[src/rtl/kvm_pkg.sv]
// kvm_pkg: shared types and constants for the key/value map core.
// Used by kvm_cell, array_key_value_map_core and kvm_core_chk; no dependencies.

package kvm_pkg;

    localparam int KEY_W     = 32;
    localparam int VAL_W     = 32;
    localparam int DATA_W    = 32;
    localparam int KIND_W    = 3;
    localparam int CNT_OUT_W = 5;
    localparam int S_DATA_W  = 64;
    localparam int M_DATA_W  = 72;

    typedef enum logic [KIND_W-1:0] {
        K_ADD    = 3'd0,
        K_REMOVE = 3'd1,
        K_LOOKUP = 3'd2,
        K_CLEAR  = 3'd3,
        K_REWIND = 3'd4,
        K_NEXT   = 3'd5,
        K_PREV   = 3'd6
    } t_kind;

    // spare kind code, no operation
    localparam logic [KIND_W-1:0] K_UNUSED = 3'd7;

    // broadcast from the controller to every cell
    typedef struct packed {
        logic              find;
        logic              rm;
        logic              seek;
        logic [KEY_W-1:0]  qkey;
        logic              wr;
        logic [KEY_W-1:0]  wkey;
        logic [VAL_W-1:0]  wval;
    } t_bcast;

    // search token handed from cell to cell
    typedef struct packed {
        logic              vld;
        logic              found;
        logic [DATA_W-1:0] data;
    } t_tok;

endpackage

[src/rtl/kvm_cell.sv]
// kvm_cell: one table entry plus one stage of the search token chain.
// Depends on kvm_pkg.

module kvm_cell #(
    parameter int IDX   = 0,
    parameter int CNT_W = 5
) (
    input  logic                      i_clk,
    input  logic                      i_rst_n,
    input  kvm_pkg::t_bcast           i_cmd,
    input  logic [CNT_W-1:0]          i_count,
    input  logic [CNT_W-1:0]          i_target,
    input  kvm_pkg::t_tok             i_tok,
    input  logic [CNT_W-1:0]          i_tok_idx,
    input  logic [kvm_pkg::KEY_W-1:0] i_nxt_key,
    input  logic [kvm_pkg::VAL_W-1:0] i_nxt_val,
    output logic [kvm_pkg::KEY_W-1:0] o_key,
    output logic [kvm_pkg::VAL_W-1:0] o_val,
    output kvm_pkg::t_tok             o_tok,
    output logic [CNT_W-1:0]          o_tok_idx
);

    localparam logic [CNT_W-1:0] MY_IDX  = CNT_W'(IDX);
    localparam logic [CNT_W-1:0] NXT_IDX = CNT_W'(IDX + 1);

    logic [kvm_pkg::KEY_W-1:0] r_key;
    logic [kvm_pkg::VAL_W-1:0] r_val;
    kvm_pkg::t_tok             r_tok;
    logic [CNT_W-1:0]          r_tok_idx;

    logic live, match, hit, found, shift, wr;

    always_comb begin
        live  = MY_IDX < i_count;
        match = i_cmd.seek ? (i_target == MY_IDX)
                           : (i_cmd.find && live && (r_key == i_cmd.qkey));
        hit   = i_tok.vld && !i_tok.found && match;
        found = i_tok.found || hit;
        shift = i_tok.vld && i_cmd.rm && found && (NXT_IDX < i_count);
        wr    = i_cmd.wr && (i_count == MY_IDX);
    end

    always_ff @(posedge i_clk) begin
        if (wr) begin
            r_key <= i_cmd.wkey;
            r_val <= i_cmd.wval;
        end else if (shift) begin
            r_key <= i_nxt_key;
            r_val <= i_nxt_val;
        end
        r_tok.found <= found;
        if (hit) begin
            r_tok.data <= i_cmd.seek ? r_key : r_val;
            r_tok_idx  <= MY_IDX;
        end else begin
            r_tok.data <= i_tok.data;
            r_tok_idx  <= i_tok_idx;
        end
        if (!i_rst_n) begin
            r_tok.vld <= 1'b0;
        end else begin
            r_tok.vld <= i_tok.vld;
        end
    end

    assign o_key     = r_key;
    assign o_val     = r_val;
    assign o_tok     = r_tok;
    assign o_tok_idx = r_tok_idx;

endmodule

[src/rtl/array_key_value_map_core.sv]
// array_key_value_map_core: key/value table as a row of DEPTH entry cells.
// Depends on kvm_pkg and kvm_cell.
//
//   channel   dir   handshake               contents
//   s         in    i_s_tvalid/o_s_tready   tuser kind, tdata key_in, value_in
//   m         out   o_m_tvalid/i_m_tready   tdata ok, value_out, key_out, entry_count
//
// Add, clear, rewind, unused kinds and failing cursor moves: the result is registered
// in the cycle after acceptance. Lookup, remove and valid next/prev: the search token
// walks the cell row one cell a cycle; the result is registered as it leaves the last
// cell, and the next word is taken after the result. Reset empties the table; the stores
// are not cleared. A word is taken only in S_IDLE when the result register is free or being emptied.

module array_key_value_map_core #(
    parameter int DEPTH = 16
) (
    input  logic                          i_clk,
    input  logic                          i_rst_n,
    input  logic                          i_s_tvalid,
    output logic                          o_s_tready,
    // [31:0] key_in, [63:32] value_in
    input  logic [kvm_pkg::S_DATA_W-1:0]  i_s_tdata,
    // [2:0] kind
    input  logic [kvm_pkg::KIND_W-1:0]    i_s_tuser,
    output logic                          o_m_tvalid,
    input  logic                          i_m_tready,
    // [0] ok, [32:1] value_out, [64:33] key_out, [69:65] entry_count, [71:70] zero
    output logic [kvm_pkg::M_DATA_W-1:0]  o_m_tdata
);

    localparam int CNT_W = $clog2(DEPTH + 1);
    localparam logic [CNT_W-1:0] FULL = CNT_W'(DEPTH);

    typedef enum logic {S_IDLE, S_SCAN} t_state;

    t_state                    r_state;
    logic [CNT_W-1:0]          r_count, r_cursor, r_target;
    logic                      r_find, r_rm, r_seek, r_launch;
    logic [kvm_pkg::KEY_W-1:0] r_qkey;
    logic                      r_out_vld, r_ok;
    logic [kvm_pkg::VAL_W-1:0] r_vout;
    logic [kvm_pkg::KEY_W-1:0] r_kout;
    logic [CNT_W-1:0]          r_cnt_out;

    kvm_pkg::t_bcast           c_cmd;
    kvm_pkg::t_tok             tok     [DEPTH+1];
    logic [CNT_W-1:0]          tok_idx [DEPTH+1];
    logic [kvm_pkg::KEY_W-1:0] c_key   [DEPTH];
    logic [kvm_pkg::VAL_W-1:0] c_val   [DEPTH];

    logic                      s_acc;
    kvm_pkg::t_kind            kind;
    logic [CNT_W:0]            cur_inc;
    logic [CNT_W-1:0]          cur_dec;
    logic [CNT_W+kvm_pkg::CNT_OUT_W-1:0] cnt_ext;

    assign o_s_tready = (r_state == S_IDLE) && (!r_out_vld || i_m_tready);
    assign s_acc      = i_s_tvalid && o_s_tready;
    assign kind       = kvm_pkg::t_kind'(i_s_tuser);
    assign cur_inc    = {1'b0, r_cursor} + (CNT_W+1)'(1);
    assign cur_dec    = r_cursor - CNT_W'(1);

    always_comb begin
        c_cmd.find = r_find;
        c_cmd.rm   = r_rm;
        c_cmd.seek = r_seek;
        c_cmd.qkey = r_qkey;
        c_cmd.wr   = s_acc && (kind == kvm_pkg::K_ADD) && (r_count < FULL);
        c_cmd.wkey = i_s_tdata[kvm_pkg::KEY_W-1:0];
        c_cmd.wval = i_s_tdata[kvm_pkg::KEY_W+kvm_pkg::VAL_W-1:kvm_pkg::KEY_W];
    end

    assign tok[0]     = '{vld: r_launch, found: 1'b0, data: '0};
    assign tok_idx[0] = '0;

    for (genvar i = 0; i < DEPTH; i++) begin : g_cell
        logic [kvm_pkg::KEY_W-1:0] nxt_key;
        logic [kvm_pkg::VAL_W-1:0] nxt_val;
        if (i == DEPTH - 1) begin : g_end
            assign nxt_key = '0;
            assign nxt_val = '0;
        end else begin : g_mid
            assign nxt_key = c_key[i+1];
            assign nxt_val = c_val[i+1];
        end
        kvm_cell #(
            .IDX   (i),
            .CNT_W (CNT_W)
        ) u_cell (
            .i_clk     (i_clk),
            .i_rst_n   (i_rst_n),
            .i_cmd     (c_cmd),
            .i_count   (r_count),
            .i_target  (r_target),
            .i_tok     (tok[i]),
            .i_tok_idx (tok_idx[i]),
            .i_nxt_key (nxt_key),
            .i_nxt_val (nxt_val),
            .o_key     (c_key[i]),
            .o_val     (c_val[i]),
            .o_tok     (tok[i+1]),
            .o_tok_idx (tok_idx[i+1])
        );
    end

    always_ff @(posedge i_clk) begin
        if (!i_rst_n) begin
            r_state   <= S_IDLE;
            r_count   <= '0;
            r_cursor  <= '0;
            r_launch  <= 1'b0;
            r_out_vld <= 1'b0;
        end else begin
            r_launch <= 1'b0;
            if (o_m_tvalid && i_m_tready) begin
                r_out_vld <= 1'b0;
            end
            unique case (r_state)
                S_IDLE: begin
                    if (s_acc) begin
                        r_ok      <= 1'b0;
                        r_vout    <= '0;
                        r_kout    <= '0;
                        r_cnt_out <= r_count;
                        r_out_vld <= 1'b1;
                        unique case (kind) inside
                            kvm_pkg::K_ADD: begin
                                if (r_count < FULL) begin
                                    r_count   <= r_count + CNT_W'(1);
                                    r_cursor  <= r_count + CNT_W'(1);
                                    r_cnt_out <= r_count + CNT_W'(1);
                                    r_ok      <= 1'b1;
                                end
                            end
                            kvm_pkg::K_CLEAR: begin
                                r_count   <= '0;
                                r_cursor  <= '0;
                                r_cnt_out <= '0;
                                r_ok      <= 1'b1;
                            end
                            kvm_pkg::K_REWIND: begin
                                r_cursor <= '0;
                                r_ok     <= 1'b1;
                            end
                            kvm_pkg::K_REMOVE, kvm_pkg::K_LOOKUP: begin
                                r_find    <= 1'b1;
                                r_rm      <= (kind == kvm_pkg::K_REMOVE);
                                r_seek    <= 1'b0;
                                r_qkey    <= i_s_tdata[kvm_pkg::KEY_W-1:0];
                                r_launch  <= 1'b1;
                                r_out_vld <= 1'b0;
                                r_state   <= S_SCAN;
                            end
                            kvm_pkg::K_NEXT: begin
                                if (cur_inc < {1'b0, r_count}) begin
                                    r_find    <= 1'b0;
                                    r_rm      <= 1'b0;
                                    r_seek    <= 1'b1;
                                    r_target  <= cur_inc[CNT_W-1:0];
                                    r_launch  <= 1'b1;
                                    r_out_vld <= 1'b0;
                                    r_state   <= S_SCAN;
                                end
                            end
                            kvm_pkg::K_PREV: begin
                                if ((r_cursor != '0) && (cur_dec < r_count)) begin
                                    r_find    <= 1'b0;
                                    r_rm      <= 1'b0;
                                    r_seek    <= 1'b1;
                                    r_target  <= cur_dec;
                                    r_launch  <= 1'b1;
                                    r_out_vld <= 1'b0;
                                    r_state   <= S_SCAN;
                                end
                            end
                            default: begin
                            end
                        endcase
                    end
                end
                S_SCAN: begin
                    if (tok[DEPTH].vld) begin
                        r_state   <= S_IDLE;
                        r_out_vld <= 1'b1;
                        r_vout    <= '0;
                        r_kout    <= '0;
                        r_cnt_out <= r_count;
                        if (r_seek) begin
                            r_ok     <= 1'b1;
                            r_kout   <= tok[DEPTH].data[kvm_pkg::KEY_W-1:0];
                            r_cursor <= r_target;
                        end else begin
                            r_ok <= tok[DEPTH].found;
                            if (tok[DEPTH].found) begin
                                r_cursor <= tok_idx[DEPTH];
                                if (r_rm) begin
                                    r_count   <= r_count - CNT_W'(1);
                                    r_cnt_out <= r_count - CNT_W'(1);
                                end else begin
                                    r_vout <= tok[DEPTH].data[kvm_pkg::VAL_W-1:0];
                                end
                            end
                        end
                    end
                end
                default: r_state <= S_IDLE;
            endcase
        end
    end

    assign cnt_ext    = {kvm_pkg::CNT_OUT_W'(0), r_cnt_out};
    assign o_m_tvalid = r_out_vld;
    assign o_m_tdata  = {2'b00, cnt_ext[kvm_pkg::CNT_OUT_W-1:0], r_kout, r_vout, r_ok};

endmodule

[config.mk]
export PLATFORM = sky130hd
export DESIGN_NAME = array_key_value_map_core
export DESIGN_NICKNAME = d
export VERILOG_FILES = /design/src/rtl/kvm_pkg.sv /design/src/rtl/kvm_cell.sv /design/src/rtl/array_key_value_map_core.sv
export SDC_FILE = /design/constraint.sdc
export NUM_CORES = 2
export LEC_CHECK = 0
export ABC_AREA = 1
export BUFFER_PORTS_ARGS = -buffer_cell sky130_fd_sc_hd__buf_2
export CAP_MARGIN = 20
export CORE_MARGIN = 2
export CORE_UTILIZATION = 45
export DETAILED_ROUTE_END_ITERATION = 7
export GPL_TIMING_DRIVEN = 0
export PLACE_DENSITY_LB_ADDON = 0.05
export SYNTH_ARGS = -nofsm -noshare
export SYNTH_HDL_FRONTEND = slang
export SYNTH_HIERARCHICAL = 1
export SYNTH_SLANG_ARGS = --single-unit
[constraint.sdc]
create_clock -name i_clk -period 12.1 [get_ports i_clk]
set_clock_uncertainty 0.15 [all_clocks]
set_input_delay 1.21 -clock i_clk [delete_from_list [all_inputs] [get_ports i_clk]]
set_output_delay 1.21 -clock i_clk [all_outputs]
set_load 0.005 [all_outputs]
# Yosys cells after proc, flatten, opt, wreduce, memory -nomap -nowiden
# Cells that the tools add are included.
# classes
addsub	4
order_cmp	20
n_eq_ne	59
mux	164
n_bitwise	2
n_reduce_logical	196
# ops
cell	n
32-bit 2-to-1 mux	101
32-bit == test	16
1-bit logical AND	133
32-bit one-hot mux with 2 select lines	2
5-bit by 4-bit == test with 1-bit output, second input constant	16
5-bit 2-to-1 mux	13
5-bit one-hot mux with 2 select lines	5
5-bit by 3-bit == test with 1-bit output, second input constant	8
4-bit by 5-bit < comparator with 1-bit output, first input constant	8
1-bit 2-to-1 mux	34
2-bit nonzero test	17
5-bit by 2-bit == test with 1-bit output, second input constant	4
3-bit by 5-bit < comparator with 1-bit output, first input constant	4
1-bit zero test	16
1-bit logical OR	16
1-bit one-hot mux with 3 select lines	5
6-bit AND reduction	2
5-bit by 1-bit == test with 1-bit output, second input constant	2
5-bit zero test	2
1-bit by 5-bit < comparator with 1-bit output, first input constant	2
2-bit by 5-bit < comparator with 1-bit output, first input constant	2
5-bit by 1-bit subtractor with 5-bit output, second input constant	2
3-bit == test, second input constant	3
1-bit one-hot mux with 2 select lines	4
22 further kinds	28
# word_totals
reg_bits	1740
output_inout_bits	74

# Logic depth before layout (Yosys ltp)
# logic_depth
ltp_word	10
mapped_depth	15
mapped_depth_nobuf	14

# By module
# The synthesis kept the hierarchy.
# modules_own_cells
module	n_inst	cells_each	area_per_inst_um2
array_key_value_map_core	1	459	5212.5
kvm_cell (g_cell[5].u_cell)	1	467	5157.4
kvm_cell (g_cell[7].u_cell)	1	415	5028.6
kvm_cell (g_cell[12].u_cell)	1	487	4977.3
kvm_cell (g_cell[11].u_cell)	1	470	4961.0
kvm_cell (g_cell[4].u_cell)	1	487	4961.0
kvm_cell (g_cell[9].u_cell)	1	609	4954.8
kvm_cell (g_cell[6].u_cell)	1	482	4951.0
kvm_cell (g_cell[1].u_cell)	1	613	4949.7
kvm_cell (g_cell[14].u_cell)	1	485	4947.2
kvm_cell (g_cell[2].u_cell)	1	486	4946.0
kvm_cell (g_cell[3].u_cell)	1	601	4934.7
kvm_cell (g_cell[8].u_cell)	1	461	4911.0
kvm_cell (g_cell[10].u_cell)	1	493	4904.7
+3 rows	n/a	n/a	n/a

# Worst setup path before layout
# OpenSTA, ideal clock, no wires.
# synth_path
path_kind	input port to flip-flop
start	in i_s_tvalid
end	reg r_cnt_out[0], enable pin
setup_ps	499
t_arrival_ps	4687
required_ps	11451
setup_slack_ps	6764
path_stages	6
path_cell_list	inv_1 -> nor3_4 -> inv_1 -> nand2_2 -> inv_1 -> nor2_1
# synth_via
elab_chain_len	3
# synth_rtl
element	line_no	rtl
start, declared	array_key_value_map_core.sv:19	input logic i_s_tvalid,
1-bit logical AND	array_key_value_map_core.sv:58	assign s_acc = i_s_tvalid && o_s_tready;
2-bit != test (no source line)	n/a	
3-bit AND reduction (no source line)	n/a	
end signal, assigned	array_key_value_map_core.sv:124	r_cnt_out <= r_count;
end signal, assigned	array_key_value_map_core.sv:131	r_cnt_out <= r_count + CNT_W'(1);
end signal, assigned	array_key_value_map_core.sv:187	r_cnt_out <= r_count;
end, declared	array_key_value_map_core.sv:43	logic [CNT_W-1:0] r_cnt_out;
# Every way passes these cells.
# A chain may end at the register's enable or synchronous reset.

# Worst setup path after layout
# layout_path
start	reg r_qkey[6] (netlist bit)
end	reg g_cell[10].u_cell.r_val, in the netlist g_cell[10].u_cell/o_val[2], enable pin
# layout_via
elab_chain_len	8
# layout_rtl
element	line_no	rtl
start, declared	array_key_value_map_core.sv:39	logic [kvm_pkg::KEY_W-1:0] r_qkey;
start signal, assigned	array_key_value_map_core.sv:149	r_qkey <= i_s_tdata[kvm_pkg::KEY_W-1:0];
32-bit == test	kvm_cell.sv:36	: (i_cmd.find && live && (r_key == i_cmd.qkey));
1-bit logical AND	kvm_cell.sv:36	
1-bit 2-to-1 mux	kvm_cell.sv:35	match = i_cmd.seek ? (i_target == MY_IDX)
1-bit logical AND	kvm_cell.sv:37	hit = i_tok.vld && !i_tok.found && match;
1-bit logical OR	kvm_cell.sv:38	found = i_tok.found || hit;
net g_cell[10].u_cell.found	kvm_cell.sv:31	logic live, match, hit, found, shift, wr;
1-bit logical AND (2 in series)	kvm_cell.sv:39	shift = i_tok.vld && i_cmd.rm && found && (NXT_IDX < i_count);
2-bit nonzero test (no source line)	n/a	
end signal, assigned	kvm_cell.sv:46	r_val <= i_cmd.wval;
end signal, assigned	kvm_cell.sv:49	r_val <= i_nxt_val;
end, declared	kvm_cell.sv:27	logic [kvm_pkg::VAL_W-1:0] r_val;
# The timed path passes the listed nets, and every way through them passes these cells.

==> metrics <==
library cells used by synthesis 57; switching power 0.003243 W; share of cells above drive strength 1 21.48%; sequential-to-total area share from yosys stat 55.47%; clk buf depth 3; final hold vios 0; Remaining DRCs 0; GRT overflow 0; Via Count 63160; cell count of the worst reg-to-reg path 14; finished layout cell area 97360 µm²; IO Port Bufs 142; clock-pin slew on the worst setup and hold paths 60 ps; Peak Freq 230.8 MHz; setup TNS 0 ps; hold_ws 257.7 ps; first-pass GRT wire length 459900 µm; Row Count 158; Peak VDD IR 110.0 µV; P_int 0.01027 W; final worst path period need 4333 ps; Crit Path Max Fanout 64; routed vias/inst 5.455; Final HPWL DP 250500 µm; cell taking the most area after synthesis edfxtp_1; fillers 17070; Die Height 437.0 µm; largest net degree at the start of global routing 65; critical path class reg2reg; total track usage 33.88%; switching share of total power 24.00%; Initial Util 45.41%; Pwr Density 138.8 nW/µm²; RSZ-0062 raised after global routing false; Most used DFF post-synth edfxtp_1; GPL Wtd Cong 0.9574; WP data arrival 4660 ps; Avg Inst Size Synth 10.05 µm²; insertion delay to the later sink of the worst-skew pair 860 ps; placement-stage cell area 90870 µm²; status finished, final reports clean; Syn Std Cell Area 84380 µm²; CORE AREA 185800 µm²; Yosys top cell area share 40.35%; Worst Setup Start Kind flip-flop; number of global-route vias before repair 62180; FFs w/ async S/R, synth 0%; Post-Route WL 328600 µm; synthesized flop and latch total 1771; number of enable flip-flop cells after synthesis 1134; initial DRC count 6564; Wirelength per Cell 28.39 µm; die width 437.0 µm; busiest metal layer after global routing met2; CTS H-tree depth 4; Hold Path Depth 1; Slew @ Worst Pin 1100 ps; Rel. slew slack 26.64%; Die ar. 191000 µm²; final cell count without fillers 11580; commonest non-fill, non-tap cells in the layout nand2_1 (2421), edfxtp_1 (1134), inv_1 (824); GR Layer Usage met3 5.654%; fin. max-slew vios 0; CTS tree built; leading cell type in the layout, fill and taps excluded nand2_1; cts repair resizes 0; met2 Usage GRT 56.77%; fin nets 9004; synth top area cells edfxtp_1 (40%), dfxtp_1 (15%), nand2_1 (11%); Syn Inst Count 8396; io pins 145; crit path capture type flip-flop; initial antenna violation count 27; Clock Sinks 1771; TritonRoute pass-1 iters 8; post-CTS setup buffer count 0; dpl cells 11200; Synth Warn # 6; Max-cap violations 0; fin crit share 35.81%; Num CTS Buffers 194; Hold WC Path Type reg2reg; CTS root buffer clkbuf_16; Gate power share 6.1%; Final ANT Viol Nets 0; P_leak 42.33 nW; Final Core Density 52.39%; Final setup violation count 0; Seq pwr share 49.2%; CTS Hold Bufs 0; clock share of power 44.7%; Area Overhead vs Synth 15.37%; WP data required 12430 ps; met1 usage 41.70%
-- flip-flops by register name, summed over array words and instances (netlist names) --
register / cells
r_cnt_out: 5
r_vout: 32
r_target: 5
g_cell.u_cell/o_val: 512
r_find: 1
r_count: 5
r_kout: 32
g_cell.u_cell/o_tok_idx: 80
g_cell.u_cell/o_key: 512
o_m_tvalid: 1
r_ok: 1
r_launch: 1
g_cell.u_cell/o_tok: 544
r_cursor: 5
r_rm: 1
r_qkey: 32
r_seek: 1
r_state: 1
-- worst max-delay path: stages, from the launching register on --
cell and delay, ps:
edfxtp_1 990, buf_16 230, nand2_1 60, inv_1 60
nor2_1 40, nor2_1 170, nand2_1 170, nor2_1 250
nand3_1 250, o21bai_2 190, nand2_2 90, buf_6 190
nand2_1 110, nand2_1 170, nand2_4 750
-- Yosys cell counts (7+ instances only) --
library cell and instances:
edfxtp_1 1134, nand4_1 41, o21ai_1 309, dfxtp_1 637, xnor2_1 124, inv_1 824
or2_2 10, mux2_4 98, nor2_1 495, mux2_2 734, nand2_1 2437, buf_1 10
buf_2 105, mux2i_1 238, clkbuf_1 111, o22ai_1 7, or2_1 29, ha_1 14
nand3_1 80, o21ai_0 371, nor3b_1 9, nand2_2 80, a21oi_1 31, buf_6 117
o21ai_2 171, o211ai_1 7, inv_2 56, xor2_1 50
-- per-layer routing --
layer / share of wire, % / vias to the layer above
li1: - / 28700
met3: 7.3 / 853
met1: 39 / 30860
met2: 48 / 2740
met5: 0.0040 / -
met4: 6.2 / 2
-- final cells by class --
type                    count  area, µm²  share of cell area [%]
inverters                 886       3326                   3.416
clock inverters            71      631.9                  0.6490
plain buffers             352       2369                   2.433
flip-flops and latches   1771      46810                   48.08
well taps                2480       3103                   3.187
diodes                      6      15.01                 0.01542
repair buffers            224       2853                   2.930
multi-input cells        5490      32410                   33.29
clock buffers             297       5841                   5.999
-- kinds of logic (layout without fill, tap and decap cells) --
| kind of cell | count (synthesis) | in the layout | share of synthesized area (%) |
|---|---|---|---|
| AO/OA/AOI/OAI | 912 | 912 | 6.279 |
| other | 1 | 110 | 0.004444 |
| adder cells (fa/ha/maj) | 14 | 14 | 0.2076 |
| multiplexers | 1070 | 1070 | 14.36 |
| buffers and inverters | 1238 | 1830 | 6.748 |
| flip-flops | 1771 | 1771 | 55.47 |
| AND/OR/NAND/NOR | 3216 | 3216 | 15.13 |
| XOR/XNOR | 174 | 174 | 1.806 |
-- power groups by stage --
stage,Sequential [W],Clock [W],Combinational (W)
after floorplan,0.00673,0,0.000383
after global placement,0.00682,0,0.000717
after detailed placement,0.00677,0,0.000805
after CTS,0.00665,0.00611,0.000809
after global routing,0.00665,0.00633,0.000877
final,0.00665,0.00603,0.000826
-- final timing paths --
path,slack [ps],start,end
max,7770,r_qkey[6],g_cell[10].u_cell/o_val[2]
min,260,g_cell[12].u_cell/o_tok_idx[2],g_cell[13].u_cell/o_tok_idx[2]
max reg2reg,7770,r_qkey[6],g_cell[10].u_cell/o_val[2]
min reg2reg,260,g_cell[12].u_cell/o_tok_idx[2],g_cell[13].u_cell/o_tok_idx[2]
-- through the flow --
stage / setup slack, ps / total power [W]
2_1_floorplan: 6764 / 0.007116
3_3_place_gp: 3650 / 0.007542
3_5_place_dp: 7501 / 0.007576
4_1_cts: 7850 / 0.01356
5_1_grt: 7630 / 0.01386
6_report: 7767 / 0.01351
(Power assumes the default switching activity.)
